## src/rtl/core/mcd_pkg.sv

```systemverilog
// Constants, stage types and helper functions of the civil date unit
package mcd_pkg;

  localparam int unsigned MAX_YEAR_DEF = 9999;

  localparam int unsigned MS_W    = 49;
  localparam int unsigned DAYS_W  = 23;
  localparam int unsigned TOD_W   = 27;
  localparam int unsigned YEAR_W  = 14;
  localparam int unsigned YACC_W  = 15;
  localparam int unsigned DIV_W   = 24;

  localparam int unsigned DAY_MS  = 86400000;
  localparam int unsigned HOUR_MS = 3600000;
  localparam int unsigned MIN_MS  = 60000;
  localparam int unsigned SEC_MS  = 1000;

  localparam int unsigned CYCLE_DAYS = 146097;
  localparam int unsigned CENT_DAYS  = 36524;
  localparam int unsigned QUAD_DAYS  = 1461;
  localparam int unsigned YEAR_DAYS  = 365;

  localparam int unsigned CYCLE_YEARS = 400;
  localparam int unsigned CENT_YEARS  = 100;
  localparam int unsigned QUAD_YEARS  = 4;
  localparam int unsigned LAST_CENT   = 3;
  localparam int unsigned LAST_QUAD   = 24;
  localparam int unsigned LAST_YEAR   = 3;

  localparam int unsigned DIV_STAGES = 6;
  localparam int unsigned DIV_STEPS  = 4;
  localparam int unsigned PIPE_STAGES = 12;

  localparam logic [8:0] MONTH_START [12] = '{
    9'd0, 9'd31, 9'd59, 9'd90, 9'd120, 9'd151,
    9'd181, 9'd212, 9'd243, 9'd273, 9'd304, 9'd334
  };

  typedef struct packed {
    logic [TOD_W-1:0] rem;
    logic [DIV_W-1:0] word;
  } day_div_t;

  typedef struct packed {
    logic        oor;
    logic [2:0]  wd;
    logic [5:0]  cycles;
    logic [17:0] rem_c;
    logic [4:0]  hour;
    logic [21:0] rem_h;
  } e1_t;

  typedef struct packed {
    logic              oor;
    logic [2:0]        wd;
    logic [1:0]        c100;
    logic [15:0]       rem2;
    logic [YACC_W-1:0] yb;
    logic [4:0]        hour;
    logic [5:0]        minute;
    logic [15:0]       rem_m;
  } e2_t;

  typedef struct packed {
    logic              oor;
    logic [2:0]        wd;
    logic [1:0]        c100;
    logic [4:0]        c4;
    logic [10:0]       rem3;
    logic [YACC_W-1:0] yb;
    logic [4:0]        hour;
    logic [5:0]        minute;
    logic [5:0]        second;
    logic [9:0]        milli;
  } e3_t;

  typedef struct packed {
    logic              oor;
    logic [2:0]        wd;
    logic [YACC_W-1:0] yr;
    logic              leap;
    logic [8:0]        rem4;
    logic [4:0]        hour;
    logic [5:0]        minute;
    logic [5:0]        second;
    logic [9:0]        milli;
  } e4_t;

  typedef struct packed {
    logic              oor;
    logic [YEAR_W-1:0] year;
    logic [3:0]        month;
    logic [4:0]        day;
    logic [4:0]        hour;
    logic [5:0]        minute;
    logic [5:0]        second;
    logic [9:0]        milli;
    logic [2:0]        wd;
  } e5_t;

  // Four restoring steps of the day-count long division
  function automatic day_div_t day_div_steps(day_div_t s);
    day_div_t         o;
    logic [TOD_W:0]   t;
    o = s;
    for (int i = 0; i < DIV_STEPS; i++) begin
      t = {o.rem, o.word[DIV_W-1]};
      o.word = {o.word[DIV_W-2:0], 1'b0};
      if (t >= (TOD_W+1)'(DAY_MS)) begin
        t = t - (TOD_W+1)'(DAY_MS);
        o.word[0] = 1'b1;
      end
      o.rem = t[TOD_W-1:0];
    end
    return o;
  endfunction

  // Day count modulo 7: octal digits fold since 8 is 1 mod 7
  function automatic logic [2:0] mod7(logic [DAYS_W-1:0] d);
    logic [23:0] p;
    logic [5:0]  s;
    logic [3:0]  f;
    logic [3:0]  g;
    p = 24'(d);
    s = '0;
    for (int i = 0; i < 8; i++) begin
      s = s + 6'(p[3*i +: 3]);
    end
    f = 4'(s[5:3]) + 4'(s[2:0]);
    g = 4'(f[3]) + 4'(f[2:0]);
    return (g >= 4'd7) ? 3'(g - 4'd7) : g[2:0];
  endfunction

  // Day of year on which a month starts, month index from 0
  function automatic logic [8:0] month_start(logic [3:0] idx, logic leap);
    return MONTH_START[idx] + 9'((leap && (idx >= 4'd2)) ? 1 : 0);
  endfunction

endpackage

```

## src/rtl/core/mcd_day_div.sv

```systemverilog
// Six-stage long division of the millisecond count into days and time of day
module mcd_day_div (
  input  logic                          clk,
  input  logic [mcd_pkg::DIV_STAGES-1:0] en,
  input  logic [mcd_pkg::MS_W-1:0]      ms,
  output logic [mcd_pkg::DAYS_W-1:0]    days,
  output logic [mcd_pkg::TOD_W-1:0]     tod
);

  mcd_pkg::day_div_t st   [mcd_pkg::DIV_STAGES];
  mcd_pkg::day_div_t st_next [mcd_pkg::DIV_STAGES];
  mcd_pkg::day_div_t init;

  // top bits of the count already lie below one day, so they seed the remainder
  always_comb begin
    init.rem  = mcd_pkg::TOD_W'(ms[mcd_pkg::MS_W-1:mcd_pkg::DIV_W]);
    init.word = ms[mcd_pkg::DIV_W-1:0];
    st_next[0] = mcd_pkg::day_div_steps(init);
    for (int k = 1; k < mcd_pkg::DIV_STAGES; k++) begin
      st_next[k] = mcd_pkg::day_div_steps(st[k-1]);
    end
  end

  always_ff @(posedge clk) begin
    for (int k = 0; k < mcd_pkg::DIV_STAGES; k++) begin
      if (en[k]) begin
        st[k] <= st_next[k];
      end
    end
  end

  assign days = st[mcd_pkg::DIV_STAGES-1].word[mcd_pkg::DAYS_W-1:0];
  assign tod  = st[mcd_pkg::DIV_STAGES-1].rem;

endmodule

```

## src/rtl/core/millisecond_count_to_civil_date_unit.sv

```systemverilog
// Pipelined converter from a millisecond count to a proleptic Gregorian date and time
// One word enters per cycle while nothing stalls, and passes through these stages:
// one input stage, six stages of a restoring long division by the day length (four
// quotient bits each, 24 in all), and five calendar stages that peel off 400-year
// cycles, centuries, four-year groups, years and months while the time of day is
// split into hours, minutes, seconds and milliseconds alongside. Each stage holds
// its word only while the stage after it is full and stalled, so bubbles close up
// and the input stays ready while a finished result waits on the output as long as
// some stage is still empty; once all 12 stages are full, in_ready follows out_ready.
// Counts at or past the first millisecond of year MAX_YEAR+1 come out with
// out_of_range set and every other field zero.
module millisecond_count_to_civil_date_unit #(
  parameter int unsigned MAX_YEAR = mcd_pkg::MAX_YEAR_DEF
) (
  input  logic                           clk,
  input  logic                           rst,
  input  logic                           in_valid,
  output logic                           in_ready,
  input  logic [mcd_pkg::MS_W-1:0]       ms_count,
  output logic                           out_valid,
  input  logic                           out_ready,
  output logic [mcd_pkg::YEAR_W-1:0]     year_num,
  output logic [3:0]                     month_num,
  output logic [4:0]                     day_num,
  output logic [4:0]                     hour_num,
  output logic [5:0]                     minute_num,
  output logic [5:0]                     second_num,
  output logic [9:0]                     milli_num,
  output logic [2:0]                     weekday,
  output logic                           out_of_range
);

  localparam longint unsigned LimitDays = longint'(MAX_YEAR) * 365 + MAX_YEAR / 4
                                          - MAX_YEAR / 100 + MAX_YEAR / 400;
  localparam longint unsigned LimitMs   = LimitDays * longint'(mcd_pkg::DAY_MS);

  logic [mcd_pkg::PIPE_STAGES-1:0] v;
  logic [mcd_pkg::PIPE_STAGES:0]   en;

  logic [mcd_pkg::MS_W-1:0]       ms_r;
  logic [mcd_pkg::DIV_STAGES:0]   oor_p;
  logic [mcd_pkg::DAYS_W-1:0]     days_d;
  logic [mcd_pkg::TOD_W-1:0]      tod_d;

  mcd_pkg::e1_t e1, e1_next;
  mcd_pkg::e2_t e2, e2_next;
  mcd_pkg::e3_t e3, e3_next;
  mcd_pkg::e4_t e4, e4_next;
  mcd_pkg::e5_t e5, e5_next;

  // a stage may load when empty or when the stage after it moves
  always_comb begin
    en[mcd_pkg::PIPE_STAGES] = out_ready;
    for (int i = mcd_pkg::PIPE_STAGES - 1; i >= 0; i--) begin
      en[i] = !v[i] || en[i+1];
    end
  end

  assign in_ready = en[0];

  always_ff @(posedge clk) begin
    if (rst) begin
      v <= '0;
    end else begin
      if (en[0]) begin
        v[0] <= in_valid;
      end
      for (int i = 1; i < mcd_pkg::PIPE_STAGES; i++) begin
        if (en[i]) begin
          v[i] <= v[i-1];
        end
      end
    end
  end

  always_ff @(posedge clk) begin
    if (en[0]) begin
      ms_r     <= ms_count;
      oor_p[0] <= (64'(ms_count) >= LimitMs);
    end
    for (int i = 1; i <= mcd_pkg::DIV_STAGES; i++) begin
      if (en[i]) begin
        oor_p[i] <= oor_p[i-1];
      end
    end
  end

  mcd_day_div u_div (
    .clk  (clk),
    .en   (en[mcd_pkg::DIV_STAGES:1]),
    .ms   (ms_r),
    .days (days_d),
    .tod  (tod_d)
  );

  // 400-year cycles, weekday, hours
  always_comb begin : p_e1
    logic [17:0] r_c;
    logic [18:0] t_c;
    logic [21:0] r_h;
    logic [22:0] t_h;
    r_c = {1'b0, days_d[22:6]};
    r_h = tod_d[26:5];
    e1_next.oor = oor_p[mcd_pkg::DIV_STAGES];
    e1_next.wd  = mcd_pkg::mod7(days_d);
    for (int i = 5; i >= 0; i--) begin
      t_c = {r_c, days_d[i]};
      e1_next.cycles[i] = (t_c >= 19'(mcd_pkg::CYCLE_DAYS));
      if (e1_next.cycles[i]) begin
        t_c = t_c - 19'(mcd_pkg::CYCLE_DAYS);
      end
      r_c = t_c[17:0];
    end
    for (int i = 4; i >= 0; i--) begin
      t_h = {r_h, tod_d[i]};
      e1_next.hour[i] = (t_h >= 23'(mcd_pkg::HOUR_MS));
      if (e1_next.hour[i]) begin
        t_h = t_h - 23'(mcd_pkg::HOUR_MS);
      end
      r_h = t_h[21:0];
    end
    e1_next.rem_c = r_c;
    e1_next.rem_h = r_h;
  end

  // centuries, base year, minutes
  always_comb begin : p_e2
    logic [17:0] diff;
    logic [15:0] r_m;
    logic [16:0] t_m;
    e2_next.oor  = e1.oor;
    e2_next.wd   = e1.wd;
    e2_next.hour = e1.hour;
    if (e1.rem_c >= 18'(3 * mcd_pkg::CENT_DAYS)) begin
      e2_next.c100 = 2'd3;
    end else if (e1.rem_c >= 18'(2 * mcd_pkg::CENT_DAYS)) begin
      e2_next.c100 = 2'd2;
    end else if (e1.rem_c >= 18'(mcd_pkg::CENT_DAYS)) begin
      e2_next.c100 = 2'd1;
    end else begin
      e2_next.c100 = 2'd0;
    end
    diff = e1.rem_c - 18'(e2_next.c100) * 18'(mcd_pkg::CENT_DAYS);
    e2_next.rem2 = diff[15:0];
    e2_next.yb = mcd_pkg::YACC_W'(e1.cycles) * mcd_pkg::YACC_W'(mcd_pkg::CYCLE_YEARS)
                 + mcd_pkg::YACC_W'(e2_next.c100) * mcd_pkg::YACC_W'(mcd_pkg::CENT_YEARS)
                 + mcd_pkg::YACC_W'(1);
    r_m = e1.rem_h[21:6];
    for (int i = 5; i >= 0; i--) begin
      t_m = {r_m, e1.rem_h[i]};
      e2_next.minute[i] = (t_m >= 17'(mcd_pkg::MIN_MS));
      if (e2_next.minute[i]) begin
        t_m = t_m - 17'(mcd_pkg::MIN_MS);
      end
      r_m = t_m[15:0];
    end
    e2_next.rem_m = r_m;
  end

  // four-year groups, seconds and milliseconds
  always_comb begin : p_e3
    logic [10:0] r_q;
    logic [11:0] t_q;
    logic [9:0]  r_s;
    logic [10:0] t_s;
    e3_next.oor    = e2.oor;
    e3_next.wd     = e2.wd;
    e3_next.c100   = e2.c100;
    e3_next.yb     = e2.yb;
    e3_next.hour   = e2.hour;
    e3_next.minute = e2.minute;
    r_q = e2.rem2[15:5];
    for (int i = 4; i >= 0; i--) begin
      t_q = {r_q, e2.rem2[i]};
      e3_next.c4[i] = (t_q >= 12'(mcd_pkg::QUAD_DAYS));
      if (e3_next.c4[i]) begin
        t_q = t_q - 12'(mcd_pkg::QUAD_DAYS);
      end
      r_q = t_q[10:0];
    end
    e3_next.rem3 = r_q;
    r_s = e2.rem_m[15:6];
    for (int i = 5; i >= 0; i--) begin
      t_s = {r_s, e2.rem_m[i]};
      e3_next.second[i] = (t_s >= 11'(mcd_pkg::SEC_MS));
      if (e3_next.second[i]) begin
        t_s = t_s - 11'(mcd_pkg::SEC_MS);
      end
      r_s = t_s[9:0];
    end
    e3_next.milli = r_s;
  end

  // year within the group, leap flag, full year
  always_comb begin : p_e4
    logic [1:0]  y1;
    logic [10:0] diff;
    e4_next.oor    = e3.oor;
    e4_next.wd     = e3.wd;
    e4_next.hour   = e3.hour;
    e4_next.minute = e3.minute;
    e4_next.second = e3.second;
    e4_next.milli  = e3.milli;
    if (e3.rem3 >= 11'(3 * mcd_pkg::YEAR_DAYS)) begin
      y1 = 2'd3;
    end else if (e3.rem3 >= 11'(2 * mcd_pkg::YEAR_DAYS)) begin
      y1 = 2'd2;
    end else if (e3.rem3 >= 11'(mcd_pkg::YEAR_DAYS)) begin
      y1 = 2'd1;
    end else begin
      y1 = 2'd0;
    end
    diff = e3.rem3 - 11'(y1) * 11'(mcd_pkg::YEAR_DAYS);
    e4_next.rem4 = diff[8:0];
    // last year of a group is leap, but not at a century end unless the cycle ends too
    e4_next.leap = (y1 == 2'(mcd_pkg::LAST_YEAR)) &&
                   ((e3.c4 != 5'(mcd_pkg::LAST_QUAD)) ||
                    (e3.c100 == 2'(mcd_pkg::LAST_CENT)));
    e4_next.yr = e3.yb + mcd_pkg::YACC_W'(e3.c4) * mcd_pkg::YACC_W'(mcd_pkg::QUAD_YEARS)
                 + mcd_pkg::YACC_W'(y1);
  end

  // month and day, then clear every field but the flag for counts out of range
  always_comb begin : p_e5
    logic [3:0] mi;
    logic [8:0] dd;
    mi = 4'd0;
    for (int i = 1; i < 12; i++) begin
      if (e4.rem4 >= mcd_pkg::month_start(4'(i), e4.leap)) begin
        mi = 4'(i);
      end
    end
    dd = e4.rem4 - mcd_pkg::month_start(mi, e4.leap) + 9'd1;
    e5_next.oor = e4.oor;
    if (e4.oor) begin
      e5_next.year   = '0;
      e5_next.month  = '0;
      e5_next.day    = '0;
      e5_next.hour   = '0;
      e5_next.minute = '0;
      e5_next.second = '0;
      e5_next.milli  = '0;
      e5_next.wd     = '0;
    end else begin
      e5_next.year   = e4.yr[mcd_pkg::YEAR_W-1:0];
      e5_next.month  = mi + 4'd1;
      e5_next.day    = dd[4:0];
      e5_next.hour   = e4.hour;
      e5_next.minute = e4.minute;
      e5_next.second = e4.second;
      e5_next.milli  = e4.milli;
      e5_next.wd     = e4.wd;
    end
  end

  always_ff @(posedge clk) begin
    if (en[mcd_pkg::DIV_STAGES+1]) begin
      e1 <= e1_next;
    end
    if (en[mcd_pkg::DIV_STAGES+2]) begin
      e2 <= e2_next;
    end
    if (en[mcd_pkg::DIV_STAGES+3]) begin
      e3 <= e3_next;
    end
    if (en[mcd_pkg::DIV_STAGES+4]) begin
      e4 <= e4_next;
    end
    if (en[mcd_pkg::DIV_STAGES+5]) begin
      e5 <= e5_next;
    end
  end

  assign out_valid    = v[mcd_pkg::PIPE_STAGES-1];
  assign year_num     = e5.year;
  assign month_num    = e5.month;
  assign day_num      = e5.day;
  assign hour_num     = e5.hour;
  assign minute_num   = e5.minute;
  assign second_num   = e5.second;
  assign milli_num    = e5.milli;
  assign weekday      = e5.wd;
  assign out_of_range = e5.oor;

endmodule

```

## config.mk

```make
export PLATFORM = sky130hd
export DESIGN_NAME = millisecond_count_to_civil_date_unit
export DESIGN_NICKNAME = d
export VERILOG_FILES = /design/src/rtl/core/mcd_pkg.sv /design/src/rtl/core/mcd_day_div.sv /design/src/rtl/core/millisecond_count_to_civil_date_unit.sv
export SDC_FILE = /design/constraint.sdc
export NUM_CORES = 2
export LEC_CHECK = 0
export BUFFER_PORTS_ARGS = -buffer_cell sky130_fd_sc_hd__buf_4
export CAP_MARGIN = 20
export CORE_MARGIN = 2
export CORE_UTILIZATION = 49
export CTS_BUF_LIST = sky130_fd_sc_hd__clkbuf_4
export CTS_CLUSTER_SIZE = 24
export DETAILED_ROUTE_END_ITERATION = 16
export PLACE_DENSITY_LB_ADDON = 0.25
export SLEW_MARGIN = 30
export SYNTH_ARGS = -nofsm -noshare
export SYNTH_HDL_FRONTEND = slang
export SYNTH_SLANG_ARGS = --single-unit
```

## constraint.sdc

```tcl
create_clock -name clk -period 8.8 [get_ports clk]
set_input_delay 1.32 -clock clk [delete_from_list [all_inputs] [get_ports clk]]
set_output_delay 1.32 -clock clk [all_outputs]
set_load 0.01 [all_outputs]
```

After elaboration in Yosys (flattened, before gate mapping)
Memories as Yosys holds them, arrays and structs flattened.
Cells that the tools add are included.

cells by class
  multiply operators = 4
  muxes and demuxes = 108
  bitwise gates (word level) = 1
  order comparisons = 72
  reduce and logical (&&, ||, !) cells = 27
  add/subtract/negate cells = 81
  shift-type cells = 0
  divide/modulo/power cells = 0
  equality and inequality tests = 3

operators with widths
  kind                                                                                   number
  27-bit 2-to-1 mux                                                                      23
  27-bit subtractor, second input constant                                               23
  28-bit by 27-bit greater-or-equal comparator with 1-bit output, second input constant  22
  23-bit by 22-bit greater-or-equal comparator with 1-bit output, second input constant  5
  22-bit 2-to-1 mux                                                                      5
  22-bit subtractor, second input constant                                               5
  18-bit 2-to-1 mux                                                                      6
  18-bit subtractor, second input constant                                               6
  17-bit by 16-bit greater-or-equal comparator with 1-bit output, second input constant  6
  16-bit 2-to-1 mux                                                                      6
  16-bit subtractor, second input constant                                               6
  19-bit by 18-bit greater-or-equal comparator with 1-bit output, second input constant  5
  9-bit greater-or-equal comparator                                                      10
  11-bit by 10-bit greater-or-equal comparator with 1-bit output, second input constant  7
  12-bit by 11-bit greater-or-equal comparator with 1-bit output, second input constant  5
  10-bit 2-to-1 mux                                                                      6
  10-bit subtractor, second input constant                                               6
  11-bit 2-to-1 mux                                                                      5
  11-bit subtractor, second input constant                                               5
  49-bit greater-or-equal comparator, second input constant                              1
  1-bit 2-to-1 mux                                                                       40
  4-bit 2-to-1 mux                                                                       10
  8-bit by 9-bit adder with 9-bit output, first input constant                           4
  18-bit by 17-bit greater-or-equal comparator with 1-bit output, second input constant  2
  other kinds (43)                                                                       77

storage, ports and cells
  output and inout bits = 56
  memories kept = 2
  input bits = 53
  bits in latches = 0
  word-level logic and storage cells = 360
  memory bits (read-only) = 144
  register bits after elaboration = 358
  bits in writable memories = 306

memories
  name             depth  bits a word  read ports  clocked after memory_dff  write ports  line               RTL
  u_div.st         6      51           6           0                         6            mcd_day_div.sv:10  mcd_pkg::day_div_t st [mcd_pkg::DIV_STAGES];
  (no name shown)  16     9            1           0                         0            mcd_pkg.sv:136     return MONTH_START[idx] + 9'((leap && (idx >= 4'd2)) ? 1 : 0);

Longest topological paths before layout
  depth after elaboration = 20
  depth in mapped cells = 50

Hierarchy
A second synthesis with hierarchy kept.

unflattened totals
  cells, all modules = 6,306
  area, all modules = 56,993.4 um2

by module, submodules not included
  module                                times used  area an instance (um2)  seq. area each (um2)  cells each
  millisecond_count_to_civil_date_unit  1           30,116.4                10,390.0              3,288
  mcd_day_div                           1           26,877.0                9,008.6               3,018

Worst setup path before layout
No wires, ideal clock.

  path type = reg2reg
  start = memory u_div.st[5][5] (netlist bit)
  end = register e1[42] (netlist bit), data pin
  slack = -759 ps
  buffers on the path = 10
  stages on the path, launching flop included = 47
  arrival time = 9,297 ps
  required time = 8,538 ps
  library setup time = 262 ps
  path through = edfxtp_1 inv_1 ha_1 buf_2 or3b_2 a31oi_1 o311a_2 buf_6 buf_2 buf_2 xnor2_1 ha_1 nand2_1 o41ai_1 and3b_1 a21oi_4 nor2_2 buf_4 [... 11 more ...] buf_4 buf_4 xnor2_1 ha_1 nand2_1 nor4b_2 o21a_2 buf_4 nand3_1 xor2_1 nand3_1 nor4_1 a21oi_1 o21a_1 buf_6 inv_4 and3_4 xnor2_2

RTL lines
  what                  line                                         RTL
  from (decl)           mcd_day_div.sv:10
  to (signal assigned)  millisecond_count_to_civil_date_unit.sv:258  e1 <= e1_next;
  to (decl)             millisecond_count_to_civil_date_unit.sv:45   mcd_pkg::e1_t e1, e1_next;

==> reports/results.txt <==
Distinct cells, synth - 125
cell row count - 115
Crit. path cell count - 36
I/O pin cnt - 109
Buf/Inv on CP - 6
Die Span Y - 318 µm
post-route clock skew - 0.0591 ns
Routed Antenna Nets - 0
CP max stage delay - 0.56 ns
vias in the first global route - 37700
PortBufs - 108
r2r worst-path depth - 36
Req. time, crit path - 9.60 ns
largest net degree at the start of global routing - 60
Area Overhead vs Synth - 14.8%
Crit path arrival time - 9.33 ns
critical path class - flop to flop
Post-synth EDFFs - 638
max-slew violations - 0
fraction of layout cells with a size suffix above 1 - 0.173
YS warnings - 0
Hold Path Class - flop to flop
Placed Cells - 6678
layout net count - 5842
Worst path top cell family by delay - compound AO/OA/AOI/OAI gates
WL final - 117000 µm
Tmin final - 8.53 ns
vias per inst - 5.68
startpoint types - flop
First-pass DRT Iterations - 6
critical path's most frequent cell - buf_4
HPWL after DPL - 89200 µm
Hold WS - 0.391 ns
core area - 98100 µm²
main flop type after synthesis - edfxtp_1
total track usage - 0.225
DR vias - 39900
storage element area - 19400 µm²
CTS Sinks - 650
Max-slew headroom - 0.432
CTS tree - done
register area share after synthesis - 0.401
clock-pin slew on the worst setup and hold paths - 0.06 ns
max_cap viols - 0
Synth Cell Area - 48400 µm²
Net Count, Synth - 5392
FFs w/ async S/R, synth - 0
Hold Fails Final Rpt - 0
area of the multi-input gates - 28300 µm²
Worst path slowest cell - or4_4
clock latency on the worst-skew pair - 1.06 ns
fmax - 117 MHz
Tcrit/Tclk final - 0.969
crit path max fanout - 17
DR WL/cell - 16.6 µm
Initial DRC Count - 2760
hold path depth - 0
Fillers - 8721
cell count after synthesis - 5162
initial antenna violation count - 2
clock root buffer - clkbuf_4
Initial Util - 0.493
fin cells - 7029
GPL Wtd Cong - 0.910
Seq cells post-synth - 650
Finish-stage setup viols - 0
first-pass GRT wire length - 190000 µm
Die Width - 318 µm
slew of the pin with the lowest slew margin - 0.838 ns
Inserted Clock Buffers - 171
status - finished, final reports clean
syn avg cell area - 9.38 µm²
GRT overflow - 0
htree depth - 4
hold_buf cts - 0
DIE AREA - 101000 µm²
crit end category - flop
clk buf depth - 3
drt drc - 0
per-layer routing:
layer  up-vias  track usage  wire length [µm]
met4         0       0.0731              2610
met2       967        0.375             55700
li1      19900            -                 -
met3       176       0.0303              5130
met5         -            0                 0
met1     18800        0.302             53300
sequential cells by signal (all words and copies together), names as in the netlist, 4 cells and up:
| signal | flops |
|---|---|
| ms_r | 49 |
| e2 | 59 |
| u_div.st | 300 |
| minute_num | 6 |
| e4 | 55 |
| v | 12 |
| day_num | 5 |
| e3 | 59 |
| hour_num | 5 |
| e1 | 55 |
| milli_num | 10 |
| oor_p | 7 |
| month_num | 4 |
| year_num | 14 |
| second_num | 6 |
final timing paths:
kind | start | to | slack [ns]
setup / recovery | u_div.st[5][7] | e1[39] | 0.27
hold / removal | e3[19] | e4[19] | 0.39
setup reg to reg | u_div.st[5][7] | e1[39] | 0.27
hold reg to reg | e3[19] | e4[19] | 0.39
kinds of logic after synthesis:
family          Yosys count  synth area share
fa+ha+maj               177            0.0496
flops                   650             0.401
simple gates           1820             0.186
compound gates         1298             0.177
buf+inv                 395            0.0324
xor+xnor                718             0.131
mux                     104            0.0227
Yosys cell counts (26+ instances only):
cell type,instances,area share
nor2_1,443,0.034
nor3_1,117,0.012
nand3b_1,26,0.0040
nor3b_1,35,0.0054
or2_2,46,0.0059
a211oi_1,45,0.0070
nand4_1,41,0.0053
o22ai_1,32,0.0041
mux2i_1,58,0.012
xor2_1,238,0.043
o21a_1,54,0.0084
inv_1,236,0.018
and3_1,55,0.0071
xnor2_1,476,0.086
or3_1,37,0.0048
nand2_1,502,0.039
edfxtp_1,638,0.40
ha_1,152,0.039
o21bai_1,31,0.0048
mux2_2,44,0.010
a21boi_0,31,0.0048
and2_1,61,0.0079
nor2b_1,89,0.012
o21ai_0,270,0.028
o211ai_1,50,0.0078
a21o_1,64,0.0099
nand3_1,154,0.016
clkbuf_1,106,0.0082
a21oi_1,329,0.034
nor4_1,56,0.0072
nand2b_1,65,0.0084
a31oi_1,62,0.0080
o31ai_1,39,0.0060
worst reg2reg max path, delay by kind of cell (launching register included):
family,cells,cell delay [ns]
adders and majority gates,1,0.18
buffers and inverters,6,0.88
and+or+nand+nor,11,3.21
AOI/OAI and AO/OA,16,3.35
xor gates and xnor gates,2,0.24
DFF,1,0.42
per-stage QoR:
step | setup TNS (ns) | area, µm² | setup slack (ns) | utilization
2_1_floorplan | -0.0416 | 48600 | -0.0416 | -
3_3_place_gp | 0 | 52400 | 0.00180 | 0.534
3_5_place_dp | -2.11 | 52400 | -0.209 | 0.534
4_1_cts | 0 | 54600 | 0.00596 | 0.556
5_1_grt | -0.520 | 55600 | -0.0636 | 0.566
6_report | 0 | 55600 | 0.270 | 0.566
area by class of cell:
class                      instances  area share
inverter                         248      0.0174
clock buffer                     234      0.0316
tap                             1287      0.0290
sequential                       650       0.349
timing repair buffer             423      0.0576
multi-input combinational       4118       0.508
clock inverter                    66     0.00678
antenna                            3    0.000135
cell usage in the layout (no fill, tap or decap), types with 50 or more instances in the layout:
master	instances
nand2b_1	65
mux2i_1	56
a21oi_1	314
a31oi_1	59
edfxtp_1	638
clkbuf_4	234
a21o_1	63
nand2_1	495
nor3_1	115
inv_1	226
nor2_1	441
o21ai_0	259
and2_1	57
nor2b_1	89
ha_1	142
xor2_1	235
nand3_1	148
buf_4	417
xnor2_1	457
o211ai_1	50
and3_1	55
nor4_1	52
timing repair:
action / in CTS / in global routing
resized for setup: 8 / 144
setup buffers: 4 / 43
gates cloned: 0 / 1
setup endpoints to repair: 30 / 147
pin swaps: 3 / 42
Power is left out: the tool's default activity adds up to more than one toggle a clock period on the data nets, which glitch-free logic cannot reach.
